File: config.mk
export PLATFORM = sky130hd
export DESIGN_NAME = speed_pi_filtered_error
export DESIGN_NICKNAME = d
export VERILOG_FILES = /design/src/rtl/core/spfe_pkg.sv /design/src/rtl/core/spfe_serial_mac.sv /design/src/rtl/core/speed_pi_filtered_error.sv
export SDC_FILE = /design/constraint.sdc
export NUM_CORES = 1
export LEC_CHECK = 0
export ABC_CLOCK_PERIOD_IN_PS = 4500
export BUFFER_PORTS_ARGS = -buffer_cell sky130_fd_sc_hd__buf_2
export CAP_MARGIN = 20
export CORE_ASPECT_RATIO = 1.75
export CORE_MARGIN = 4
export CORE_UTILIZATION = 56
export CTS_CLUSTER_DIAMETER = 30
export CTS_CLUSTER_SIZE = 8
export DETAILED_ROUTE_END_ITERATION = 8
export PLACE_DENSITY = 0.77
export RECOVER_POWER = 100
export SKIP_CTS_REPAIR_TIMING = 1
export SYNTH_ARGS = -nofsm -noshare
export SYNTH_HDL_FRONTEND = slang
export SYNTH_SLANG_ARGS = --single-unit
File: constraint.sdc
create_clock -name i_clk -period 4.5 [get_ports i_clk]
set_input_delay 0.9 -clock i_clk [delete_from_list [all_inputs] [get_ports i_clk]]
set_output_delay 0.9 -clock i_clk [all_outputs]
set_load 0.02 [all_outputs]
File: src/rtl/core/spfe_pkg.sv
// ----------------------------------------------------------------------------
// spfe_pkg
// shared widths, constants and types of the speed loop pi controller
// ----------------------------------------------------------------------------
package spfe_pkg;

    localparam int SPEED_W   = 16;
    localparam int GAIN_W    = 24;
    localparam int DRIVE_W   = 32;
    localparam int ERR_W     = SPEED_W + 1;
    localparam int INTEG_W   = 15;
    localparam int INTEG_SUM_W = ERR_W + 1;

    // serial multiply-accumulate sizes
    localparam int MCAND_W   = GAIN_W;
    localparam int MPLR_W    = ERR_W;
    localparam int ACC_W     = MCAND_W + MPLR_W + 2;

    localparam int GAIN_FRAC_BITS_DEF = 12;

    // low-pass weights in q16, they sum to exactly one
    localparam int FILT_SHIFT = 16;
    localparam logic signed [MCAND_W-1:0] NEW_WEIGHT = MCAND_W'(19661);
    localparam logic signed [MCAND_W-1:0] OLD_WEIGHT = MCAND_W'(45875);

    localparam logic signed [INTEG_SUM_W-1:0] INTEG_LIMIT = INTEG_SUM_W'(10000);

    localparam int CFG_IDX_W = 2;
    localparam logic [CFG_IDX_W-1:0] CFG_PROP_GAIN  = 2'd0;
    localparam logic [CFG_IDX_W-1:0] CFG_INTEG_GAIN = 2'd1;

    typedef enum logic [4:0] {
        S_IDLE  = 5'b00001,
        S_RUN_A = 5'b00010,
        S_FILT  = 5'b00100,
        S_RUN_B = 5'b01000,
        S_FIN   = 5'b10000
    } t_state;

endpackage

File: src/rtl/core/spfe_serial_mac.sv
// ----------------------------------------------------------------------------
// spfe_serial_mac
// bit-serial dot product of two signed pairs, a*x + b*y, one multiplier bit
// of each pair per cycle, partial sum shifted right with low bits collected
// ----------------------------------------------------------------------------
module spfe_serial_mac #(
    parameter int MCAND_W = spfe_pkg::MCAND_W,
    parameter int MPLR_W  = spfe_pkg::MPLR_W
) (
    input  logic                              i_clk,
    input  logic                              i_rst_n,
    input  logic                              i_start,
    input  logic signed [MCAND_W-1:0]         i_mcand_a,
    input  logic signed [MCAND_W-1:0]         i_mcand_b,
    input  logic signed [MPLR_W-1:0]          i_mplr_a,
    input  logic signed [MPLR_W-1:0]          i_mplr_b,
    output logic                              o_done,
    output logic signed [MCAND_W+MPLR_W+1:0]  o_product
);

    localparam int PW = MCAND_W + 2;
    localparam int CW = $clog2(MPLR_W);

    logic signed [PW-1:0]      r_p;
    logic        [MPLR_W-1:0]  r_lo;
    logic        [MPLR_W-1:0]  r_xa;
    logic        [MPLR_W-1:0]  r_xb;
    logic signed [MCAND_W-1:0] r_ma;
    logic signed [MCAND_W-1:0] r_mb;
    logic        [CW-1:0]      r_cnt;
    logic                      r_busy;
    logic                      r_done;

    logic                      last_bit;
    logic signed [PW-1:0]      ext_a;
    logic signed [PW-1:0]      ext_b;
    logic signed [PW-1:0]      term_a;
    logic signed [PW-1:0]      term_b;
    logic signed [PW-1:0]      n_p;

    always_comb begin
        last_bit = (r_cnt == CW'(MPLR_W - 1));
        ext_a    = {{2{r_ma[MCAND_W-1]}}, r_ma};
        ext_b    = {{2{r_mb[MCAND_W-1]}}, r_mb};
        // the sign bit of a two's complement multiplier weighs negative
        term_a   = r_xa[0] ? (last_bit ? -ext_a : ext_a) : '0;
        term_b   = r_xb[0] ? (last_bit ? -ext_b : ext_b) : '0;
        n_p      = r_p + term_a + term_b;
    end

    always_ff @(posedge i_clk) begin
        if (!i_rst_n) begin
            r_busy <= 1'b0;
            r_done <= 1'b0;
            r_cnt  <= '0;
        end else begin
            r_done <= 1'b0;
            if (i_start) begin
                r_busy <= 1'b1;
                r_cnt  <= '0;
            end else if (r_busy) begin
                r_cnt <= r_cnt + CW'(1);
                if (last_bit) begin
                    r_busy <= 1'b0;
                    r_done <= 1'b1;
                end
            end
        end
    end

    always_ff @(posedge i_clk) begin
        if (i_start) begin
            r_p  <= '0;
            r_lo <= '0;
            r_ma <= i_mcand_a;
            r_mb <= i_mcand_b;
            r_xa <= i_mplr_a;
            r_xb <= i_mplr_b;
        end else if (r_busy) begin
            r_p  <= n_p >>> 1;
            r_lo <= {n_p[0], r_lo[MPLR_W-1:1]};
            r_xa <= {1'b0, r_xa[MPLR_W-1:1]};
            r_xb <= {1'b0, r_xb[MPLR_W-1:1]};
        end
    end

    assign o_done    = r_done;
    assign o_product = {r_p, r_lo};

endmodule

File: src/rtl/core/speed_pi_filtered_error.sv
// ----------------------------------------------------------------------------
// speed_pi_filtered_error
// speed loop pi controller on a low-pass smoothed speed error. Each word
// brings a target and a measured speed; error = measured - target is smoothed
// as 0.3*error + 0.7*last (q16, truncated toward zero), summed into an integral
// that is cleared when it leaves +/-10000, and the drive output is
// (prop_gain*smoothed + integ_gain*integral) >> GAIN_FRAC_BITS, truncated
// toward zero and saturated to 32 bits. Items are handled one at a time: the
// input is ready again only after acceptance, a filter pass through the
// bit-serial multiply unit, the filter/integral update, a gains pass and the
// output load; each pass steps through all 17 multiplier bits, then signals
// done. A finished result waits in the output register while the next word
// is taken; a result that finds the output register still full holds the
// block until it drains. The user must write gains through the config port
// only while the block is idle; the block itself does not enforce this.
// ----------------------------------------------------------------------------
module speed_pi_filtered_error #(
    parameter int GAIN_FRAC_BITS = spfe_pkg::GAIN_FRAC_BITS_DEF
) (
    input  logic                                   i_clk,
    input  logic                                   i_rst_n,
    input  logic                                   i_cfg_we,
    input  logic [spfe_pkg::CFG_IDX_W-1:0]         i_cfg_idx,
    input  logic [spfe_pkg::GAIN_W-1:0]            i_cfg_data,
    input  logic                                   i_in_valid,
    output logic                                   o_in_ready,
    input  logic signed [spfe_pkg::SPEED_W-1:0]    i_target_speed,
    input  logic signed [spfe_pkg::SPEED_W-1:0]    i_measured_speed,
    output logic                                   o_out_valid,
    input  logic                                   i_out_ready,
    output logic signed [spfe_pkg::DRIVE_W-1:0]    o_drive_out
);

    localparam int ACC_W   = spfe_pkg::ACC_W;
    localparam int ERR_W   = spfe_pkg::ERR_W;
    localparam int INTEG_W = spfe_pkg::INTEG_W;
    localparam int ISUM_W  = spfe_pkg::INTEG_SUM_W;
    localparam int DRIVE_W = spfe_pkg::DRIVE_W;
    localparam int SH      = spfe_pkg::FILT_SHIFT;

    localparam logic [ACC_W-1:0] FILT_RND = {{(ACC_W-SH){1'b0}}, {SH{1'b1}}};
    localparam logic [ACC_W-1:0] GAIN_RND =
        {{(ACC_W-GAIN_FRAC_BITS){1'b0}}, {GAIN_FRAC_BITS{1'b1}}};

    spfe_pkg::t_state r_state, n_state;

    logic signed [spfe_pkg::GAIN_W-1:0]  r_prop_gain;
    logic signed [spfe_pkg::GAIN_W-1:0]  r_integ_gain;
    logic signed [ERR_W-1:0]             r_last;
    logic signed [INTEG_W-1:0]           r_integ;
    logic                                r_out_valid;
    logic signed [DRIVE_W-1:0]           r_drive_out;

    logic                                in_acc;
    logic                                mac_start;
    logic                                mac_done;
    logic                                is_filt;
    logic signed [spfe_pkg::MCAND_W-1:0] mcand_a;
    logic signed [spfe_pkg::MCAND_W-1:0] mcand_b;
    logic signed [ERR_W-1:0]             mplr_a;
    logic signed [ERR_W-1:0]             mplr_b;
    logic signed [ACC_W-1:0]             product;

    logic signed [ERR_W-1:0]             err;
    logic signed [ACC_W-1:0]             filt_adj;
    logic signed [ERR_W-1:0]             filt;
    logic signed [ISUM_W-1:0]            isum;
    logic signed [INTEG_W-1:0]           integ;
    logic signed [ACC_W-1:0]             drive_adj;
    logic signed [ACC_W-1:0]             drive_sh;
    logic signed [DRIVE_W-1:0]           drive_sat;
    logic                                out_load;

    assign o_in_ready = (r_state == spfe_pkg::S_IDLE);
    assign in_acc     = i_in_valid && o_in_ready;
    assign is_filt    = (r_state == spfe_pkg::S_FILT);
    assign mac_start  = in_acc || is_filt;
    assign out_load   = (r_state == spfe_pkg::S_FIN) && (!r_out_valid || i_out_ready);

    always_comb begin
        err = ERR_W'(i_measured_speed) - ERR_W'(i_target_speed);

        // smoothed error, q16 product truncated toward zero
        filt_adj = product + (product[ACC_W-1] ? FILT_RND : '0);
        filt     = filt_adj[SH+ERR_W-1:SH];

        isum  = ISUM_W'(r_integ) + ISUM_W'(filt);
        integ = ((isum > spfe_pkg::INTEG_LIMIT) || (isum < -spfe_pkg::INTEG_LIMIT))
              ? '0 : isum[INTEG_W-1:0];

        mcand_a = is_filt ? r_prop_gain  : spfe_pkg::NEW_WEIGHT;
        mcand_b = is_filt ? r_integ_gain : spfe_pkg::OLD_WEIGHT;
        mplr_a  = is_filt ? filt : err;
        mplr_b  = is_filt ? ERR_W'(integ) : r_last;

        drive_adj = product + (product[ACC_W-1] ? GAIN_RND : '0);
        drive_sh  = drive_adj >>> GAIN_FRAC_BITS;
        if (!drive_sh[ACC_W-1] && (drive_sh[ACC_W-2:DRIVE_W-1] != '0)) begin
            drive_sat = {1'b0, {(DRIVE_W-1){1'b1}}};
        end else if (drive_sh[ACC_W-1] && (drive_sh[ACC_W-2:DRIVE_W-1] != '1)) begin
            drive_sat = {1'b1, {(DRIVE_W-1){1'b0}}};
        end else begin
            drive_sat = drive_sh[DRIVE_W-1:0];
        end
    end

    always_comb begin
        n_state = r_state;
        case (r_state)
            spfe_pkg::S_IDLE:  if (in_acc)   n_state = spfe_pkg::S_RUN_A;
            spfe_pkg::S_RUN_A: if (mac_done) n_state = spfe_pkg::S_FILT;
            spfe_pkg::S_FILT:                n_state = spfe_pkg::S_RUN_B;
            spfe_pkg::S_RUN_B: if (mac_done) n_state = spfe_pkg::S_FIN;
            spfe_pkg::S_FIN:   if (out_load) n_state = spfe_pkg::S_IDLE;
            default:                         n_state = spfe_pkg::S_IDLE;
        endcase
    end

    spfe_serial_mac #(
        .MCAND_W (spfe_pkg::MCAND_W),
        .MPLR_W  (spfe_pkg::MPLR_W)
    ) u_mac (
        .i_clk     (i_clk),
        .i_rst_n   (i_rst_n),
        .i_start   (mac_start),
        .i_mcand_a (mcand_a),
        .i_mcand_b (mcand_b),
        .i_mplr_a  (mplr_a),
        .i_mplr_b  (mplr_b),
        .o_done    (mac_done),
        .o_product (product)
    );

    always_ff @(posedge i_clk) begin
        if (!i_rst_n) begin
            r_state      <= spfe_pkg::S_IDLE;
            r_prop_gain  <= '0;
            r_integ_gain <= '0;
            r_last       <= '0;
            r_integ      <= '0;
            r_out_valid  <= 1'b0;
        end else begin
            r_state <= n_state;
            if (i_cfg_we) begin
                case (i_cfg_idx)
                    spfe_pkg::CFG_PROP_GAIN:  r_prop_gain  <= i_cfg_data;
                    spfe_pkg::CFG_INTEG_GAIN: r_integ_gain <= i_cfg_data;
                    default: ;
                endcase
            end
            if (is_filt) begin
                r_last  <= filt;
                r_integ <= integ;
            end
            if (out_load) begin
                r_out_valid <= 1'b1;
            end else if (i_out_ready) begin
                r_out_valid <= 1'b0;
            end
        end
    end

    always_ff @(posedge i_clk) begin
        if (out_load) begin
            r_drive_out <= drive_sat;
        end
    end

    assign o_out_valid = r_out_valid;
    assign o_drive_out = r_drive_out;

endmodule
# --- Word level (Yosys, flattened, before mapping) ---
# Index checks and enable logic that the tools add are counted.
op_classes:
  n_bitwise: 2
  magnitude_cmp: 2
  n_reduce_logical: 15
  mux: 24
  add_sub_neg: 9
  eq_ne: 12
ops:
  columns: ["op", "n"]
  rows:
  - ["26-bit 2-to-1 mux", 4]
  - ["17-bit 2-to-1 mux", 6]
  - ["26-bit negation", 2]
  - ["42-bit by 13-bit adder with 43-bit output", 1]
  - ["33-bit by 17-bit adder with 33-bit output", 1]
  - ["25-bit by 26-bit adder with 26-bit output", 1]
  - ["26-bit adder", 1]
  - ["5-bit case mux with 5 select lines", 1]
  - ["5-bit 2-to-1 mux", 4]
  - ["15-bit by 17-bit adder with 18-bit output", 1]
  - ["18-bit by 15-bit > comparator with 1-bit output (second input constant)", 1]
  - ["18-bit by 15-bit < comparator with 1-bit output (second input constant)", 1]
  - ["16-bit by 16-bit subtractor with 17-bit output", 1]
  - ["16-bit 2-to-1 mux", 1]
  - ["15-bit 2-to-1 mux", 1]
  - ["12-bit 2-to-1 mux", 1]
  - ["11-bit inequality test (second input constant)", 1]
  - ["5-bit equality test (second input constant)", 2]
  - ["1-bit 2-to-1 mux", 6]
  - ["2-bit by 1-bit inequality test with 1-bit output (second input constant)", 3]
  - ["5-bit by 1-bit adder with 5-bit output (second input constant)", 1]
  - ["5-bit by 1-bit equality test with 1-bit output (second input constant)", 1]
  - ["5-bit by 2-bit equality test with 1-bit output (second input constant)", 1]
  - ["5-bit by 3-bit equality test with 1-bit output (second input constant)", 1]
  - ["13 further kinds", 20]
totals:
  out_inout_bits: 34
  word_cells: 80
  input_bits: 63
  regBits: 249

# --- Depth between registers and ports, before layout ---
# Gate-level depths: netlist of run 1.
depth:
  word_depth: 8
  depth_mapped: 22
  mapped_depth_nobuf: 21

# --- By module ---
# A second synthesis of run 1 with hierarchy kept.
hier_totals:
  hier_cells: 1651
  area_unflattened_um2: 15293.4
modules_own_cells:
  columns: ["module", "n_inst", "cells_each", "seq_area_each_um2", "area_each_um2"]
  rows:
  - ["speed_pi_filtered_error", 1, 941, 2652.5, 7649.8]
  - ["spfe_serial_mac", 1, 710, 3443.3, 7643.6]

# --- Worst setup path after synthesis of run 1 ---
# OpenSTA, ideal clock, no wires.
synth_timing:
  kind: "register to register"
  from: "reg, netlist name u_mac.r_p[24]"
  to: "reg u_mac.r_xb[6], data pin"
  synth_period_minus_slack_ns: 5.001
  path_stages_with_launch: 22
  required_time_ns: 4.228
  setup_slack_ns: -0.501
  arrival_ns: 4.728
  path_buffers: 3
  setup_time_ns: 0.272
  cell_sequence: "dfxtp_1 -> ha_1 -> a21o_1 -> a21o_1 -> a22o_1 -> a31oi_1 -> a211o_1 -> clkbuf_1 -> nor2b_1 -> xnor2_1 -> inv_1 -> ha_1 -> a211o_1 -> a211o_1 -> a311oi_2 -> nor3_1 -> a2111oi_0 -> o31a_1 -> o32a_1 -> buf_6 -> buf_2 -> o21ai_0"
synth_between:
  elab_chain_len: 8
  elab_cells_between_ends: 9
  classes_between: "add/sub: 2; order compare: 2; mux: 4; reduce/logical: 1"
synth_lines:
  columns: ["item", "line_no", "source"]
  rows:
  - ["16-bit 2-to-1 mux (*)", "speed_pi_filtered_error.sv:84", "filt_adj = product + (product[ACC_W-1] ? FILT_RND : '0);"]
  - ["33-bit by 17-bit adder with 33-bit output (*)", "speed_pi_filtered_error.sv:84", null]
  - ["via filt_adj[17]", "speed_pi_filtered_error.sv:65", "logic signed [ACC_W-1:0] filt_adj;"]
  - ["15-bit by 17-bit adder with 18-bit output (*)", "speed_pi_filtered_error.sv:87", "isum = ISUM_W'(r_integ) + ISUM_W'(filt);"]
  - ["18-bit by 15-bit > comparator with 1-bit output or 18-bit by 15-bit < comparator with 1-bit output (tied branches)", "speed_pi_filtered_error.sv:88", "integ = ((isum > spfe_pkg::INTEG_LIMIT) || (isum < -spfe_pkg::INTEG_LIMIT))"]
  - ["1-bit logical OR", "speed_pi_filtered_error.sv:88", null]
  - ["15-bit 2-to-1 mux (*)", "speed_pi_filtered_error.sv:89", "? '0 : isum[INTEG_W-1:0];"]
  - ["17-bit 2-to-1 mux (*)", "speed_pi_filtered_error.sv:94", "mplr_b = is_filt ? ERR_W'(integ) : r_last;"]
  - ["17-bit 2-to-1 mux (*)", "spfe_serial_mac.sv:72", "if (i_start) begin"]
  - ["end signal: assignment", "spfe_serial_mac.sv:78", "r_xb <= i_mplr_b;"]
  - ["end signal: assignment", "spfe_serial_mac.sv:83", "r_xb <= {1'b0, r_xb[MPLR_W-1:1]};"]
  - ["end: declaration", "spfe_serial_mac.sv:27", "logic [MPLR_W-1:0] r_xb;"]
# The timed path passes the listed nets; every way through them passes the cells marked *.
# A chain may end at the register's enable or synchronous reset.

# --- Worst setup path after layout of run 1 ---
layout_timing:
  from: "reg, netlist name u_mac.r_p[24]"
  to: "reg r_integ[0]"
layout_between:
  elab_chain_len: 6
  elab_cells_between_ends: 7
  classes_between: "add/sub: 2; order compare: 2; mux: 2; reduce/logical: 1"
layout_lines:
  columns: ["item", "line_no", "source"]
  rows:
  - ["16-bit 2-to-1 mux (*)", "speed_pi_filtered_error.sv:84", null]
  - ["33-bit by 17-bit adder with 33-bit output (*)", "speed_pi_filtered_error.sv:84", null]
  - ["via filt_adj[21]", "speed_pi_filtered_error.sv:65", null]
  - ["15-bit by 17-bit adder with 18-bit output (*)", "speed_pi_filtered_error.sv:87", null]
  - ["18-bit by 15-bit > comparator with 1-bit output or 18-bit by 15-bit < comparator with 1-bit output (tied branches)", "speed_pi_filtered_error.sv:88", null]
  - ["1-bit logical OR (*)", "speed_pi_filtered_error.sv:88", null]
  - ["15-bit 2-to-1 mux (*)", "speed_pi_filtered_error.sv:89", null]
  - ["end signal: assignment", "speed_pi_filtered_error.sv:153", "r_integ <= integ;"]
  - ["end: declaration", "speed_pi_filtered_error.sv:50", "logic signed [INTEG_W-1:0] r_integ;"]
# Marked as above.

==> out/qor.csv, run 1 <==
metric;value;unit
crit_slowest_cell;o32a_4;
std_cell_rows;79;
num_antenna_cells;0;
grt_pass1_wl;61790;um
dr.pass1.iters;6;
crit_buf_inv;5;
nets;2113;
synth-xor-area-share;8.065;%
ff_latch_area;6101;um2
synthAdderAreaFrac;10.09;%
ys_types;81;
worstPathMaxFanout;8;
hp-class;register to register;
start_util;56.57;%
finalSetupViolCount;33;
synth_nets;1843;
postLayoutCoreUtil;72.73;%
cp.arrival;5270;ps
nFillCells;1850;
multi_input_area;8891;um2
failed_checks;setup timing;
drt_iter0_markers;876;
drcViolationCount;0;
grt_usage;25.33;%
drv_cap;0;
clockBufferDepth;3;
syn_inst;1676;
ys_top_cells_by_area;edfxtp_1 23%, dfxtp_1 18%, ha_1 6.3%;
max_freq;206.8;MHz
wl_per_cell;17.70;um
path_delay_family;compound AO/OA/AOI/OAI gates;
clk_latency;530;ps
synth.area.mux_share;2.071;%
endpoint_kind;register;
fin_setup_tns;-9092;ps
root_buffer;clkbuf_16;
ios;97;
via_per_inst;5.756;
synth-compound-area-share;14.84;%
grt_pass1_vias;12690;
ys_ff_latch;248;
netlist_area;14990;um2
worstPathCellList;buf_6 > ha_4 > nand4_1 > o211ai_1 > a31oi_1 > a211o_2 > nor2_4 > buf_6 > nand3_2 > xnor2_2 > inv_2 > ha_4 > o211ai_1 > nand2_1 > o2111ai_4 > a31oi_4 > a31oi_4 > xnor2_2 > nand3b_1 > o32a_4 > buf_12 > buf_8 > o31ai_4;
rrSetupSlack;-340;ps
rsz0062_at_grt;true;
power;9.934;mW
cts_made_buffers;40;
ys_seq_area_share;40.68;%
synth-main-ff-cell;dfxtp_1;
required;4940;ps
synth_top_area_cell;edfxtp_1;
dieArea;29540;um2
ant_nets;0;
wl;40710;um
place_ws;-380.5;ps
setup_ws;-336.2;ps
dp_hpwl;28150;um
synth_top_family_by_area;simple AND/OR/NAND/NOR gates;
worst_slew_pin_slew;1071;ps
drv_slew;0;
path_class;register to register;
clock-sinks;248;
async_reset_ff_share;0;%
maxSlewHeadroom;28.58;%
coreArea;26490;um2
cts_tree;yes;
irDropWorstVdd;292.5;uV
antenna_found_initial;0;
die_x;131.7;um
p_per_area;515.6;nW/um2
synth_edf_count;113;
min_period;4836;ps
status;finished with violations;
synth-simple-area-share;18.97;%
final.period_utilization;107.5;%
num_vias;13240;
dieHeight;224.4;um
gp_congestion;0.9483;
start_kind;register;
grt_overflow;0;
slowest_delay;430;ps
syn_to_final_growth;28.57;%
grt_max_degree;90;
drive_gt1_share;24.85;%
port_buffers;96;
skew;16.27;ps
yosysWarnings;0;
cts_htree_levels;2;
leakagePower;8.085;nW
hold_viol_final;0;
clkSlewWorstSetupHoldPaths;50;ps
syn_area_per_cell;8.941;um2
synth_top_area_share;22.64;%
==> area by class of cell <==
type                       count  area share (%)
inverter                     129           2.513
multi-input combinational   1222           46.15
clock buffer                  64           5.935
tap                          324           2.104
sequential                   248           31.66
clock inverter                 8          0.3896
timing repair buffer         305           11.25
==> worst paths after layout <==
check | from | to | depth (start not counted)
max | u_mac.r_p[24]$_SDFFE_PN0P_ | r_integ[0]$_SDFFE_PN0P_ | 23
min | r_integ_gain[12]$_SDFFE_PN0P_ | r_integ_gain[12]$_SDFFE_PN0P_ | 2
min reg2reg | r_integ_gain[12]$_SDFFE_PN0P_ | r_integ_gain[12]$_SDFFE_PN0P_ | 2
max reg2reg | u_mac.r_p[24]$_SDFFE_PN0P_ | r_integ[0]$_SDFFE_PN0P_ | 23
==> cell usage in the layout, fill, tap and decap left out, drive strengths merged, types with 5 or more instances in the layout <==
| cell type | n |
|---|---|
| nand3b | 6 |
| nand3 | 42 |
| o2111ai | 6 |
| a21oi | 138 |
| o21a | 12 |
| a31oi | 18 |
| dfxtp | 135 |
| nor2b | 12 |
| nand4 | 7 |
| ha | 76 |
| o41ai | 5 |
| o21ai | 73 |
| and2 | 37 |
| o22ai | 8 |
| fa | 28 |
| nand2b | 24 |
| inv | 130 |
| or3 | 12 |
| xor2 | 32 |
| and3 | 23 |
| buf | 303 |
| a211oi | 12 |
| mux2i | 31 |
| a21o | 22 |
| a211o | 5 |
| nor3b | 6 |
| edfxtp | 113 |
| clkinv | 6 |
| clkbuf | 66 |
| nor4 | 13 |
| nand2 | 224 |
| nor2 | 125 |
| o31ai | 23 |
| xnor2 | 106 |
| or4 | 5 |
| nor3 | 34 |
==> cell usage after synthesis (all sizes together), types with 9 or more instances <==
master / count
a21o: 22
nand3: 42
nor3: 34
nand2b: 24
o31ai: 23
and2: 37
ha: 76
clkbuf: 68
fa: 28
nor2b: 12
xnor2: 106
xor2: 32
inv: 128
a211oi: 12
mux2i: 31
or3: 12
edfxtp: 113
nand2: 224
nor4: 13
nor2: 125
o21a: 12
o21ai: 73
a21oi: 138
a31oi: 18
buf: 9
dfxtp: 135
and3: 23
==> kinds of logic (layout without fill, tap and decap cells) <==
logic type | Yosys count | after routing
fa+ha+maj | 104 | 104
buf+inv | 206 | 506
simple gates | 592 | 592
compound gates | 357 | 357
mux | 31 | 31
flops | 248 | 248
xor+xnor | 138 | 138
==> state kept, by name (all words and copies together), names as in the netlist, 17 cells and up <==
signal        flops
r_prop_gain      24
r_last           17
u_mac.r_ma       24
u_mac.r_p        25
u_mac.r_xa       17
u_mac.r_xb       17
u_mac.r_lo       17
u_mac.r_mb       24
o_drive_out      31
r_integ_gain     24
==> worst register-to-register path: cells and delay by family (launching register included) <==
family / cells / cell delay, ps
AO/OA/AOI/OAI: 9 / 2060
AND/OR/NAND/NOR: 5 / 690
buffers and inverters: 5 / 640
adder cells (fa/ha/maj): 2 / 560
flip-flops: 1 / 400
XOR/XNOR: 2 / 380
==> power breakdown <==
part | switching [mW] | leakage (nW) | total (mW) | internal (mW)
Sequential | 0.207 | 2.13 | 2.91 | 2.70
Clock | 1.01 | 0.590 | 2.80 | 1.79
Combinational | 2.31 | 5.37 | 4.22 | 1.91
==> per-layer routing <==
layer | routed length (um) | global-route usage, % | vias up
li1 | - | - | 6377
met1 | 15490 | 28.99 | 6309
met2 | 21020 | 46.17 | 433
met3 | 1918 | 3.178 | 119
met4 | 2273 | 13.22 | 0
met5 | 0 | 0 | -
==> per-stage QoR <==
stage / std cells / hold slack [ps] / instance area (um2)
after floorplan: 1676 / 431.2 / 15050
after global placement: 2204 / 437.3 / 17050
after detailed placement: 2204 / 441.7 / 17050
after CTS: 2276 / 449.0 / 18270
after global routing: 2300 / 463.2 / 19270
final: 2300 / 446.8 / 19270
Note: power is estimated with default switching activity, not from simulation.
==> run 2: changes to the inputs <==
--- a/config.mk
+++ b/config.mk
@@ -16,7 +16,9 @@
 export DETAILED_ROUTE_END_ITERATION = 8
 export PLACE_DENSITY = 0.77
 export RECOVER_POWER = 100
+export REMOVE_ABC_BUFFERS = 1
 export SKIP_CTS_REPAIR_TIMING = 1
+export SLEW_MARGIN = 15
 export SYNTH_ARGS = -nofsm -noshare
 export SYNTH_HDL_FRONTEND = slang
 export SYNTH_SLANG_ARGS = --single-unit
==> run 2 against run 1 <==
The run still ends with setup timing left. Via count decreased by 1.3%. Sequential share of layout area decreased by 0.11 points. Clock skew increased by 5.8 ps. Maximum frequency shrank 3.0%. First-iteration DRC count shrank 28%. Utilization increased by 0.22 points. Hold slack improved by 0.59 ps. Largest cell class unchanged. Largest power group unchanged. Highest routed layer unchanged.
==> out/qor.csv, run 2 (same netlist as run 1, synthesis figures left out) <==
metric;value;unit
status;finished with violations;
failed_checks;setup timing;
rrSetupSlack;-490;ps
dieHeight;224.4;um
rsz0062_at_grt;true;
start_util;56.57;%
timing.hold.ws;447.4;ps
drv_cap;0;
comb_power_share;40.6;%
wl_per_cell;16.47;um
syn_to_final_growth;28.96;%
dp_hpwl;26710;um
p_sw_share;34.17;%
grt_pass1_vias;13220;
holdPathEnd;r_prop_gain[10]$_SDFFE_PN0P_;
drv_slew;0;
hp-class;register to register;
drcViolationCount;0;
cts_made_buffers;41;
hold-path-cell-count;2;
root_buffer;clkbuf_16;
seqPwrFrac;29.6;%
cp.arrival;5440;ps
start_kind;register;
cts_htree_levels;2;
finalSetupViolCount;33;
antenna_found_initial;0;
ant_nets;0;
final_cell_mix;219 x nand2_1, 211 x buf_4, 133 x dfxtp_1;
dieArea;29540;um2
path_class;register to register;
leakagePower;8.140;nW
drt_iter0_markers;628;
drive_gt1_share;25.30;%
min_period;4986;ps
skew;22.11;ps
setup_ws;-486.1;ps
final_common_cell;nand2_1;
clock-sinks;248;
worstPathMaxFanout;13;
irDropWorstVdd;366.5;uV
clkSlewWorstSetupHoldPaths;50;ps
dp_cells;2224;
maxSlewHeadroom;28.43;%
ios;97;
port_buffers;96;
largest_register_ffs;31;
wl;38140;um
worst_slew_pin_slew;1065;ps
grt_pass1_wl;59820;um
num_antenna_cells;0;
endpoint_kind;register;
gp_congestion;0.9242;
cts_tree;yes;
clockPowerShare;29.9;%
nets;2127;
num_vias;13060;
final.period_utilization;110.8;%
r2r-start;u_mac.r_p[24]$_SDFFE_PN0P_;
worst_r2r_path_depth;22;
std_cell_rows;79;
coreArea;26490;um2
nFillCells;1861;
grt_overflow;0;
required;4950;ps
grt_max_degree;90;
intPower;6.469;mW
max_freq;200.6;MHz
r2r_end;r_integ[11]$_SDFFE_PN0P_;
via_per_inst;5.640;
clk_latency;540;ps
hold_viol_final;0;
dr.pass1.iters;5;
clockBufferDepth;3;
stdcell_count;2316;
p_per_area;508.5;nW/um2
grt_usage;24.28;%
worstHoldStart;r_prop_gain[10]$_SDFFE_PN0P_;
die_x;131.7;um
switchingPower;3.358;mW
run 2: changes by cell type in the layout (fill, tap and decap cells not counted), sizes merged:
cell,delta
buf,+12
clkbuf,+2
clkinvlp,+2
bufinv,+1
inv,-1
run 2: worst max-delay path by stage:
| stage | from | endpoint | slack, ps | cells after the start |
|---|---|---|---|---|
| after global placement | u_mac.r_p[24]$_SDFFE_PN0P_ | r_integ[10]$_SDFFE_PN0P_ | -370 | 24 |
| after global routing | u_mac.r_p[24]$_SDFFE_PN0P_ | r_integ[4]$_SDFFE_PN0P_ | -690 | 22 |
| after detailed placement | u_mac.r_p[24]$_SDFFE_PN0P_ | r_integ[4]$_SDFFE_PN0P_ | -530 | 24 |
| after CTS | u_mac.r_p[24]$_SDFFE_PN0P_ | r_integ[4]$_SDFFE_PN0P_ | -540 | 24 |
| final | u_mac.r_p[24]$_SDFFE_PN0P_ | r_integ[11]$_SDFFE_PN0P_ | -490 | 22 |
| after floorplan | u_mac.r_cnt[0]$_SDFFE_PP0P_ | u_mac.r_p[21]$_SDFFE_PN0P_ | -1450 | 18 |
run 2: power groups by stage:
| stage | Sequential, mW | Combinational [mW] | Clock (mW) |
|---|---|---|---|
| after floorplan | 2.95 | 2.24 | 0 |
| after global placement | 2.92 | 3.48 | 0 |
| after detailed placement | 2.93 | 3.59 | 0 |
| after CTS | 2.89 | 3.63 | 2.98 |
| after global routing | 2.93 | 4.42 | 3.08 |
| final | 2.91 | 3.99 | 2.94 |
run 2: final cells by class:
cell class	instances	area (um2)	area share (%)
repair buffers	318	2226	11.52
clock buffers	65	1167	6.040
clock inverters	10	130.1	0.6733
inverters	129	484.2	2.506
multi-input cells	1222	8815	45.61
well taps	324	405.4	2.098
flip-flops and latches	248	6098	31.56
run 2: metrics by stage:
| step | area (um2) | TNS [ps] | power (mW) | setup WS, ps | util, % |
|---|---|---|---|---|---|
| final | 19330 | -11850 | 9.827 | -486.1 | 72.95 |
| after detailed placement | 17150 | -14290 | 6.521 | -534.6 | 64.75 |
| after CTS | 18450 | -14980 | 9.499 | -544.6 | 69.64 |
| after global placement | 17150 | -10290 | 6.401 | -374.6 | 64.75 |
| after global routing | 19330 | -18930 | 10.44 | -690.4 | 72.95 |
| after floorplan | 14680 | -58100 | 5.187 | -1453 | - |
run 2: per-layer routing:
metal	GRT usage, %	share of wire (%)
met5	0	0
met2	48.36	55
met4	13.09	5.3
met3	3.268	3.8
met1	23.90	36
run 2: critical path, stage by stage, from the launching register on:
cell and delay, ps:
dfxtp_2 320, buf_12 140, buf_4 130, buf_4 140, ha_1 170, or3_1 430, nor3_2 150, a211o_2 250
nor2b_2 60, xnor2_1 200, inv_1 130, fa_2 400, a211oi_2 220, buf_4 170, nor2_2 60, o2111ai_2 280
a31oi_4 170, xnor2_1 310, a31oi_1 190, o32a_4 480, buf_12 170, buf_4 140, o31ai_1 210
==> run 3: changes to the inputs <==
--- a/config.mk
+++ b/config.mk
@@ -6,7 +6,7 @@
 export NUM_CORES = 1
 export LEC_CHECK = 0
 export ABC_CLOCK_PERIOD_IN_PS = 4500
-export BUFFER_PORTS_ARGS = -buffer_cell sky130_fd_sc_hd__buf_2
+export BUFFER_PORTS_ARGS = -buffer_cell sky130_fd_sc_hd__buf_4
 export CAP_MARGIN = 20
 export CORE_ASPECT_RATIO = 1.75
 export CORE_MARGIN = 4
@@ -14,7 +14,7 @@
 export CTS_CLUSTER_DIAMETER = 30
 export CTS_CLUSTER_SIZE = 8
 export DETAILED_ROUTE_END_ITERATION = 8
-export PLACE_DENSITY = 0.77
+export PLACE_DENSITY = 0.85
 export RECOVER_POWER = 100
 export REMOVE_ABC_BUFFERS = 1
 export SKIP_CTS_REPAIR_TIMING = 1
==> run 3 against run 2 <==
The run ends with capacitance limit, slew limit, setup timing left. Via count grew 3.5%. Utilization down 0.17 points. Sequential share of layout area is 0.072 points higher. Register-to-register slack lost 50 ps. Maximum frequency shrank 0.93%. Non-clock buffer count is 20 lower. Clock skew up 6.6 ps.
==> out/qor.csv, run 3 (same netlist as run 1, synthesis figures left out) <==
metric;value;unit
drv_slew;136;
std_cell_rows;79;
wl_per_cell;18.01;um
irDropWorstVdd;291.4;uV
root_buffer;clkbuf_16;
ios;97;
antenna_found_initial;0;
hold-path-cell-count;2;
num_vias;13520;
place_ws;-574.5;ps
p_per_area;515.5;nW/um2
grt_pass1_vias;13450;
cts_tree;yes;
drive_gt1_share;22.61;%
grt_usage;25.22;%
grt_max_degree;90;
nFillCells;1754;
min_period;5033;ps
start_kind;register;
port_buffers;96;
dp_cells;2203;
stdcell_count;2298;
start_util;56.57;%
final_cell_mix;249 x buf_4, 218 x nand2_1, 133 x dfxtp_1;
clock-sinks;248;
die_x;131.7;um
dieHeight;224.4;um
dieArea;29540;um2
grt_pass1_wl;61930;um
hold_viol_final;0;
dp_hpwl;27360;um
syn_to_final_growth;28.67;%
wl;41380;um
finalSetupViolCount;34;
required;4910;ps
cts_htree_levels;2;
max_freq;198.7;MHz
path_class;register to register;
hp-class;register to register;
setup_ws;-532.7;ps
clockBufferDepth;3;
worst_r2r_path_depth;25;
drcViolationCount;0;
largest_register_ffs;31;
final.period_utilization;111.8;%
multi_input_area;8793;um2
skew;28.73;ps
failed_checks;capacitance limit, slew limit, setup timing;
worst_slew_pin_slew;2473;ps
grt_overflow;0;
clkSlewWorstSetupHoldPaths;50;ps
ant_nets;0;
dr.pass1.iters;8;
via_per_inst;5.883;
nets;2108;
coreArea;26490;um2
endpoint_kind;register;
rsz0062_at_grt;true;
worstPathMaxFanout;14;
clk_latency;550;ps
gp_congestion;0.9269;
ff_latch_area;6098;um2
drv_cap;3;
final_common_cell;buf_4;
power;9.940;mW
cp.arrival;5450;ps
cts_made_buffers;42;
status;finished with violations;
drt_iter0_markers;776;
leakagePower;7.996;nW
maxSlewHeadroom;-65.06;%
## run 3: final timing paths
check	start	endpoint	slack [ps]
worst min-delay path	r_prop_gain[3]$_SDFFE_PN0P_	r_prop_gain[3]$_SDFFE_PN0P_	450
worst min register to register	r_prop_gain[3]$_SDFFE_PN0P_	r_prop_gain[3]$_SDFFE_PN0P_	450
worst max-delay path	u_mac.r_p[24]$_SDFFE_PN0P_	r_integ[1]$_SDFFE_PN0P_	-530
worst max register to register	u_mac.r_p[24]$_SDFFE_PN0P_	r_integ[1]$_SDFFE_PN0P_	-530
## run 3: per-layer routing
layer / track usage [%] / vias to the layer above / routed length [um]
met2: 49.59 / 549 / 22420
li1: - / 6336 / -
met3: 3.447 / 212 / 1975
met1: 24.58 / 6423 / 14080
met5: 0 / - / 0
met4: 15.33 / 0 / 2906
## run 3: critical path, cell delays in order (launching register included)
cell,delay (ps)
dfxtp_2,320
buf_12,150
ha_4,260
a31o_1,140
a21oi_1,60
o211ai_1,220
a31oi_2,140
a211o_1,380
buf_6,140
buf_8,130
nor2_4,100
xnor2_2,140
ha_2,330
buf_4,160
a211oi_2,170
buf_4,170
nor2_2,60
o2111ai_2,280
a31oi_4,150
nor4_1,220
a211oi_1,100
buf_4,160
nand4b_1,200
o32a_4,320
clkbuf_16,200
o31ai_2,190
## run 3: where the power goes
group | leakage [nW] | internal (mW) | switching [mW] | total [mW]
registers | 2.13 | 2.70 | 0.205 | 2.91
clock network | 0.612 | 1.82 | 1.07 | 2.89
logic | 5.26 | 1.90 | 2.24 | 4.14
total | 8.00 | 6.42 | 3.52 | 9.94
## run 3: final cells by class
type / instances / share of cell area [%]
well taps: 324 / 2.102
diodes: 1 / 0.01298
flip-flops and latches: 248 / 31.63
clock buffers: 65 / 6.171
multi-input cells: 1222 / 45.60
inverters: 129 / 2.511
clock inverters: 11 / 0.4737
repair buffers: 298 / 11.50
## run 3: per-stage QoR
stage	util, %	TNS, ps	area, um2	hold WS [ps]
2_1_floorplan	-	-58100	14680	431.2
3_3_place_gp	65.15	-10130	17260	436.4
3_5_place_dp	65.15	-15430	17260	442.3
4_1_cts	69.99	-16060	18540	448.7
5_1_grt	72.78	-22740	19280	464.4
6_report	72.79	-14890	19280	448.8
